`config.mk`:
```
export PLATFORM = sky130hd
export DESIGN_NAME = binary_to_decimal_ascii_flat
export DESIGN_NICKNAME = d
export VERILOG_FILES = /design/src/rtl/bdec_pkg.sv /design/src/rtl/bdec_if.sv /design/src/rtl/bdec_cell.sv /design/src/rtl/binary_to_decimal_ascii.sv /design/src/flat_wrapper.sv
export SDC_FILE = /design/constraint.sdc
export NUM_CORES = 1
export LEC_CHECK = 0
export ABC_AREA = 1
export BUFFER_PORTS_ARGS = -buffer_cell sky130_fd_sc_hd__buf_2
export CELL_PAD_IN_SITES_DETAIL_PLACEMENT = 0
export CELL_PAD_IN_SITES_GLOBAL_PLACEMENT = 2
export CORE_MARGIN = 2
export CORE_UTILIZATION = 35
export CTS_BUF_LIST = sky130_fd_sc_hd__clkbuf_4 sky130_fd_sc_hd__clkbuf_8
export CTS_CLUSTER_DIAMETER = 80
export DETAILED_ROUTE_END_ITERATION = 6
export GPL_TIMING_DRIVEN = 0
export PLACE_DENSITY_LB_ADDON = 0.1
export SETUP_SLACK_MARGIN = 0.4
export SLEW_MARGIN = 20
export SYNTH_ARGS = -nofsm -noshare
export SYNTH_HDL_FRONTEND = slang
export SYNTH_SLANG_ARGS = --single-unit
```
`constraint.sdc`:
```
create_clock -name clk -period 3.7 [get_ports clk]
set_input_delay 0.74 -clock clk [delete_from_list [all_inputs] [get_ports clk]]
set_output_delay 0.74 -clock clk [all_outputs]
set_load 0.05 [all_outputs]
```
`src/rtl/bdec_pkg.sv`:
```
// Package for the binary to decimal ASCII converter.
// Holds the sizing constants, the cell control struct and the sequencer states.
// No dependencies.
`timescale 1ns / 1ps

package bdec_pkg;

  localparam int VALUE_W    = 64;
  localparam int NUM_DIGITS = 20;
  localparam int STEP_BITS  = 4;
  localparam int CONV_STEPS = VALUE_W / STEP_BITS;
  localparam int STEP_CNT_W = $clog2(CONV_STEPS);
  localparam int COUNT_W    = 5;
  localparam int CHAR_W     = 6;

  localparam logic [CHAR_W-1:0]  ASCII_ZERO = 6'd48;
  localparam logic [COUNT_W-1:0] MAX_COUNT  = COUNT_W'(NUM_DIGITS);

  typedef logic [3:0] bcd_t;

  typedef struct packed {
    logic clear;
    logic conv;
    logic shift;
  } bdec_cell_ctl_t;

  typedef enum logic [3:0] {
    ST_IDLE = 4'b0001,
    ST_CONV = 4'b0010,
    ST_SKIP = 4'b0100,
    ST_EMIT = 4'b1000
  } bdec_state_t;

endpackage

```
`src/rtl/bdec_if.sv`:
```
// Handshake channels of the converter: binary value in, ASCII digit out.
// Depends on bdec_pkg.
`timescale 1ns / 1ps

interface bdec_in_if
  import bdec_pkg::*;
  ();
  logic               valid;
  logic               ready;
  logic [VALUE_W-1:0] value;

  modport source (output valid, output value, input ready);
  modport sink   (input valid, input value, output ready);
endinterface

interface bdec_out_if
  import bdec_pkg::*;
  ();
  logic               valid;
  logic               ready;
  logic [CHAR_W-1:0]  digit_char;
  logic [COUNT_W-1:0] digit_count;
  logic               last_digit;

  modport source (output valid, output digit_char, output digit_count, output last_digit,
                  input ready);
  modport sink   (input valid, input digit_char, input digit_count, input last_digit,
                  output ready);
endinterface

```
`src/rtl/bdec_cell.sv`:
```
// One BCD digit cell of the double-dabble chain.
// Takes STEP_BITS shift-in bits per cycle from its lower neighbor, or shifts digits out.
// Depends on bdec_pkg.
`timescale 1ns / 1ps

module bdec_cell
  import bdec_pkg::*;
(
  input  logic                 clk,
  input  bdec_cell_ctl_t       ctl,
  input  logic [STEP_BITS-1:0] carry_in,
  input  bcd_t                 dig_in,
  output logic [STEP_BITS-1:0] carry_out,
  output bcd_t                 dig
);

  bcd_t dig_r;
  bcd_t dig_nxt;
  bcd_t conv_val;

  // add-3 then shift, msb-first bit order within a beat
  always_comb begin
    conv_val  = dig_r;
    carry_out = '0;
    for (int j = 0; j < STEP_BITS; j++) begin
      if (conv_val > 4'd4) begin
        conv_val = conv_val + 4'd3;
      end
      carry_out[STEP_BITS-1-j] = conv_val[3];
      conv_val = {conv_val[2:0], carry_in[STEP_BITS-1-j]};
    end
  end

  always_comb begin
    dig_nxt = dig_r;
    if (ctl.clear) begin
      dig_nxt = '0;
    end else if (ctl.conv) begin
      dig_nxt = conv_val;
    end else if (ctl.shift) begin
      dig_nxt = dig_in;
    end
  end

  always_ff @(posedge clk) begin
    dig_r <= dig_nxt;
  end

  assign dig = dig_r;

endmodule

```
`src/rtl/binary_to_decimal_ascii.sv`:
```
// Top level: 64-bit unsigned binary to decimal ASCII text, most significant digit first.
// Built from a row of bdec_cell digit cells and a small sequencer.
// Depends on bdec_pkg, bdec_if and bdec_cell.
//
// Usage:
//   in_ch  (sink)  : one beat carries a 64-bit value; ready is high only while idle.
//   out_ch (source): one beat per decimal digit, no leading zeros, zero gives one '0'.
//                    Every beat carries the digit count; last_digit marks the final one.
// Sequence per value with n digits:
//   accept, conversion (4 bits per cycle through the 20-cell chain), dropping of leading
//   zeros (one digit shift per cycle), then n digit beats.
//   Without a stall on out_ch the time per value is independent of n.
// A new value is accepted only after the last digit beat of the previous one.
// When out_ch stalls, the current digit and all control hold until ready returns.
// Reset (rst_n low, synchronous) returns the sequencer to idle; digit cells need no reset.
`timescale 1ns / 1ps

module binary_to_decimal_ascii
  import bdec_pkg::*;
(
  input  logic              clk,
  input  logic              rst_n,
  bdec_in_if.sink           in_ch,
  bdec_out_if.source        out_ch
);

  bdec_state_t             state_r, state_nxt;
  logic [VALUE_W-1:0]      val_r, val_nxt;
  logic [STEP_CNT_W-1:0]   step_r, step_nxt;
  logic [COUNT_W-1:0]      ndig_r, ndig_nxt;
  logic [COUNT_W-1:0]      rem_r, rem_nxt;
  bdec_cell_ctl_t          ctl;

  logic [NUM_DIGITS-1:0][STEP_BITS-1:0] carry_in;
  logic [NUM_DIGITS-1:0][STEP_BITS-1:0] carry_out;
  bcd_t [NUM_DIGITS-1:0]                dig;
  bcd_t [NUM_DIGITS-1:0]                dig_lo;
  bcd_t                                 top_dig;

  logic in_beat;
  logic out_beat;

  assign top_dig  = dig[NUM_DIGITS-1];
  assign in_beat  = in_ch.valid && in_ch.ready;
  assign out_beat = out_ch.valid && out_ch.ready;

  // digit chain
  genvar i;
  generate
    for (i = 0; i < NUM_DIGITS; i++) begin : g_cell
      if (i == 0) begin : g_first
        assign carry_in[i] = val_r[VALUE_W-1 -: STEP_BITS];
        assign dig_lo[i]   = '0;
      end else begin : g_rest
        assign carry_in[i] = carry_out[i-1];
        assign dig_lo[i]   = dig[i-1];
      end
      bdec_cell u_cell (
        .clk       (clk),
        .ctl       (ctl),
        .carry_in  (carry_in[i]),
        .dig_in    (dig_lo[i]),
        .carry_out (carry_out[i]),
        .dig       (dig[i])
      );
    end
  endgenerate

  // sequencer
  always_comb begin
    state_nxt = state_r;
    val_nxt   = val_r;
    step_nxt  = step_r;
    ndig_nxt  = ndig_r;
    rem_nxt   = rem_r;
    ctl       = '0;
    case (state_r)
      ST_IDLE: begin
        if (in_beat) begin
          val_nxt   = in_ch.value;
          step_nxt  = '0;
          ctl.clear = 1'b1;
          state_nxt = ST_CONV;
        end
      end
      ST_CONV: begin
        ctl.conv = 1'b1;
        val_nxt  = val_r << STEP_BITS;
        step_nxt = step_r + 1'b1;
        if (step_r == STEP_CNT_W'(CONV_STEPS - 1)) begin
          ndig_nxt  = MAX_COUNT;
          state_nxt = ST_SKIP;
        end
      end
      ST_SKIP: begin
        if (top_dig == 4'd0 && ndig_r != COUNT_W'(1)) begin
          ctl.shift = 1'b1;
          ndig_nxt  = ndig_r - 1'b1;
        end else begin
          rem_nxt   = ndig_r;
          state_nxt = ST_EMIT;
        end
      end
      ST_EMIT: begin
        if (out_beat) begin
          ctl.shift = 1'b1;
          rem_nxt   = rem_r - 1'b1;
          if (rem_r == COUNT_W'(1)) begin
            state_nxt = ST_IDLE;
          end
        end
      end
      default: begin
        state_nxt = ST_IDLE;
      end
    endcase
  end

  always_ff @(posedge clk) begin
    if (!rst_n) begin
      state_r <= ST_IDLE;
      step_r  <= '0;
      ndig_r  <= '0;
      rem_r   <= '0;
    end else begin
      state_r <= state_nxt;
      step_r  <= step_nxt;
      ndig_r  <= ndig_nxt;
      rem_r   <= rem_nxt;
    end
  end

  always_ff @(posedge clk) begin
    val_r <= val_nxt;
  end

  assign in_ch.ready        = (state_r == ST_IDLE);
  assign out_ch.valid       = (state_r == ST_EMIT);
  assign out_ch.digit_char  = ASCII_ZERO | {2'b00, top_dig};
  assign out_ch.digit_count = ndig_r;
  assign out_ch.last_digit  = (rem_r == COUNT_W'(1));

  // 20 digits always hold a 64-bit value: nothing leaves the top cell
  a_no_overflow: assert property (@(posedge clk) disable iff (!rst_n)
    (state_r == ST_CONV) |-> (carry_out[NUM_DIGITS-1] == '0))
    else $error("carry out of the top digit cell");

  a_bcd_digit: assert property (@(posedge clk) disable iff (!rst_n)
    out_ch.valid |-> (top_dig <= 4'd9))
    else $error("digit beat outside 0..9");

  a_no_leading_zero: assert property (@(posedge clk) disable iff (!rst_n)
    (out_ch.valid && rem_r == ndig_r && ndig_r != COUNT_W'(1)) |-> (top_dig != 4'd0))
    else $error("leading zero emitted");

  a_back_to_idle: assert property (@(posedge clk) disable iff (!rst_n)
    (out_beat && out_ch.last_digit) |=> in_ch.ready)
    else $error("not idle after last digit");

endmodule
```
`src/flat_wrapper.sv`:
```
// flat-port wrapper written by rule: the top's interface ports become plain ports
module binary_to_decimal_ascii_flat import bdec_pkg::*;
  (clk, rst_n, in_ch_valid, in_ch_value, in_ch_ready, out_ch_valid, out_ch_digit_char, out_ch_digit_count, out_ch_last_digit, out_ch_ready);
  bdec_in_if in_ch_i ();
  bdec_out_if out_ch_i ();
  input  logic clk;
  input  logic rst_n;
  input wire logic [$bits(in_ch_i.valid)-1:0] in_ch_valid;
  input wire logic [$bits(in_ch_i.value)-1:0] in_ch_value;
  output wire logic [$bits(in_ch_i.ready)-1:0] in_ch_ready;
  output wire logic [$bits(out_ch_i.valid)-1:0] out_ch_valid;
  output wire logic [$bits(out_ch_i.digit_char)-1:0] out_ch_digit_char;
  output wire logic [$bits(out_ch_i.digit_count)-1:0] out_ch_digit_count;
  output wire logic [$bits(out_ch_i.last_digit)-1:0] out_ch_last_digit;
  input wire logic [$bits(out_ch_i.ready)-1:0] out_ch_ready;
  assign in_ch_i.valid = in_ch_valid;
  assign in_ch_i.value = in_ch_value;
  assign in_ch_ready = in_ch_i.ready;
  assign out_ch_valid = out_ch_i.valid;
  assign out_ch_digit_char = out_ch_i.digit_char;
  assign out_ch_digit_count = out_ch_i.digit_count;
  assign out_ch_last_digit = out_ch_i.last_digit;
  assign out_ch_i.ready = out_ch_ready;
  binary_to_decimal_ascii u_core (.clk(clk), .rst_n(rst_n), .in_ch(in_ch_i), .out_ch(out_ch_i));
endmodule
```
==> summary.txt <==
RSZ-0062 raised after global routing = yes
Yosys warns = 0
Vias in the first global route = 13400
Share of cells above drive strength 1 = 0.196
Crit Path Class = reg2reg
Register area = 3910 sq um
Drt initial violations = 791
Most frequent cell after synthesis = nand2_1
Worst-path maximum fanout = 6
Port Buffers = 79
Placed cell count = 2941
Gpl congestion = 0.850
Final wirelength = 45100 um
Skew final = 0.0174 ns
Arrival time at the worst endpoint = 3.52 ns
Synth Cell Area = 14500 sq um
Hold Buf Count CTS = 0
Fin. max-slew vios = 0
Synth top cells by count = nand2_1, inv_1, nand3_1
Startpoint Class = flop
H-tree level count = 4
Syn avg cell area = 6.24 sq um
CTS sink count = 162
Drt first pass iters = 5
Cell variety after synth = 51
Switching share of power = 0.544
Initial antenna violation count = 0
Hold path depth = 2
Largest net degree at the start of global routing = 48
Pleak = 8.51 nW
Post-route clock period utilization = 0.830
Finished Layout Cells = 2987
Top FF cell, synth = dfxtp_1
Worst-case reg-to-reg path depth = 22
FFs w/ async S/R, synth = 0
First-pass GRT wire length = 71000 um
Root Driver = clkbuf_8
Pwr dens = 773 nW/um^2
Chip Width = 208 um
Final instance area = 16300 sq um
Worst EP required = 4.15 ns
Hold WC Path Type = reg2reg
Worst-margin pin slew = 1.15 ns
Max-cap violations = 0
Final ANT Viol Nets = 0
Worst setup margin = 0.629 ns
Post-synthesis sequential area ratio = 0.267
CTS clk-pin slew, worst paths = 0.11 ns
Hold Vio Cnt, Final = 0
Via/cell ratio = 4.89
GRT Util Overall = 0.208
Initial Utilization = 0.355
Die Area = 43200 sq um
ANT cells = 0
Reg power frac = 0.190
Total CTS buffers = 17
Number of nets in the layout = 2558
Clk Latency, worst-skew pair = 0.51 ns
Fin Setup TNS = 0 ns
FMAX = 326 MHz
Status = complete, no violations
Largest area contributor in the netlist = nand2_1
DP HPWL = 34300 um
Fin crit period = 3.07 ns
Synthesized instance count = 2328
EDFF count, synth = 64
VDD IR-drop max = 281 uV
Worst slack, placed = 0.166 ns
Area Overhead vs Synth = 12.4%
Post-route DRC = 0
Ports = 82
Routed vias = 14600
Synthesis-stage register bit count = 162
Filler cells = 4509
DP Area = 15600 sq um
Yosys top cell area share = 0.204
CTS tree = done
Worst hold slack = 0.477 ns
Ranking of synthesized cells by area = nand2_1, dfxtp_1, edfxtp_1, nand3_1, inv_1
Clk pwr share = 0.110
Die Height = 208 um
CP Capture Type = flop
Drt wl/cell = 15.1 um
Overflow left after global routing = 0
Row cnt = 74
Endpoints failing setup = 0
Multi-input logic area = 9280 sq um
Slew headroom = 0.232
Clock Tree Buf Depth = 2
Gate power share = 0.700
Area of the core = 40900 sq um
NetSw = 6.87 mW
Int Power = 5.76 mW
[flip-flops by register name, summed over array words and instances, names as in the netlist]
register / count
u_core.out_ch.digit_count: 5
u_core.val_r: 64
u_core.rem_r: 5
u_core.state_r: 4
u_core.g_cell.u_cell.dig: 80
u_core.step_r: 4
[kinds of logic after synthesis]
family                   after synthesis  share of synthesized area
adder cells (fa/ha/maj)               48                     0.0413
AO/OA/AOI/OAI                        328                      0.130
flip-flops                           162                      0.267
XOR/XNOR                              39                     0.0294
other                                  1                   0.000258
AND/OR/NAND/NOR                     1343                      0.424
buffers and inverters                407                      0.107
[worst max-delay path, cell delays in order, from the launching register on]
cell	delay [ns]
dfxtp_2	0.35
inv_2	0.09
ha_2	0.18
inv_1	0.05
nand2_2	0.08
nand2_4	0.07
xor2_2	0.20
ha_2	0.21
inv_1	0.07
nand2_4	0.09
nand2_2	0.09
xor2_4	0.18
ha_1	0.19
inv_1	0.06
nand2_2	0.06
nand2_2	0.13
inv_2	0.08
nor2_4	0.10
xor2_2	0.30
nand2_2	0.10
nand2_1	0.08
nand3_1	0.12
a21oi_1	0.15
[timing repair]
action	in CTS	in global routing
endpoints found under the hold margin	0	0
buffers inserted	2	12
setup endpoints to repair	32	70
pin swaps	1	18
gates resized for setup	10	57
[power by group through the flow]
stage | logic (mW) | registers, mW | clock network, mW
floorplan | 6.95 | 2.37 | 0
global placement | 8.45 | 2.43 | 0
detailed placement | 8.54 | 2.43 | 0
CTS | 8.62 | 2.39 | 1.43
global route | 10.2 | 2.43 | 1.50
finish | 8.84 | 2.40 | 1.39
[through the flow]
stage	power (mW)	utilization
detailed placement	11.0	0.382
CTS	12.4	0.393
finish	12.6	0.399
floorplan	9.32	-
global route	14.1	0.399
global placement	10.9	0.381
[routing by layer]
layer / GRT usage / wire length, um / share of wire / up-vias
met5: 0 / 0 / 0 / -
li1: - / - / - / 7664
met4: 0.0479 / 674 / 0.015 / 0
met3: 0.0269 / 1280 / 0.028 / 47
met1: 0.277 / 21700 / 0.48 / 6700
met2: 0.356 / 21400 / 0.47 / 187
[layout by cell type (no fill, tap or decap), types with 5 or more instances in the layout]
| master | Yosys | layout |
|---|---|---|
| inv_2 | 52 | 56 |
| and2_1 | 5 | 5 |
| edfxtp_1 | 64 | 64 |
| a21oi_1 | 102 | 99 |
| ha_2 | 0 | 7 |
| xor2_2 | 8 | 8 |
| inv_1 | 294 | 289 |
| nor2_1 | 91 | 89 |
| o21ai_2 | 15 | 17 |
| a31oi_1 | 22 | 22 |
| nand3_2 | 27 | 29 |
| o21ai_1 | 20 | 17 |
| buf_1 | 11 | 11 |
| xnor2_1 | 8 | 6 |
| o22ai_1 | 12 | 12 |
| ha_1 | 48 | 41 |
| a21o_1 | 6 | 6 |
| nand2_4 | 19 | 20 |
| xor2_1 | 21 | 18 |
| nand4_1 | 10 | 10 |
| buf_4 | 6 | 20 |
| o211ai_1 | 10 | 10 |
| inv_6 | 0 | 6 |
| nand2_2 | 140 | 152 |
| dfxtp_2 | 0 | 9 |
| o21ai_0 | 116 | 116 |
| nand3_1 | 232 | 230 |
| dfxtp_1 | 98 | 86 |
| nor3_1 | 6 | 6 |
| nand3b_1 | 10 | 10 |
| clkbuf_1 | 36 | 32 |
| buf_2 | 6 | 85 |
| nand2_1 | 791 | 778 |
| clkbuf_8 | 0 | 17 |
| a21oi_2 | 6 | 9 |
[final timing paths]
path                             startpoint  slack, ns                             end
max          u_core.g_cell[0].u_cell.dig[0]       0.63  u_core.g_cell[0].u_cell.dig[3]
min          u_core.g_cell[1].u_cell.dig[1]       0.48  u_core.g_cell[1].u_cell.dig[1]
max reg2reg  u_core.g_cell[0].u_cell.dig[0]       0.63  u_core.g_cell[0].u_cell.dig[3]
min reg2reg  u_core.g_cell[1].u_cell.dig[1]       0.48  u_core.g_cell[1].u_cell.dig[1]
[area by class of cell]
| class | count | share of cell area |
|---|---|---|
| clock inverter | 14 | 0.00957 |
| multi-input combinational | 1760 | 0.568 |
| buffer | 59 | 0.0157 |
| timing repair buffer | 94 | 0.0323 |
| clock buffer | 18 | 0.0148 |
| inverter | 348 | 0.0801 |
| sequential | 162 | 0.239 |
| tap | 532 | 0.0407 |
Note: power is estimated with default switching activity, not from simulation.
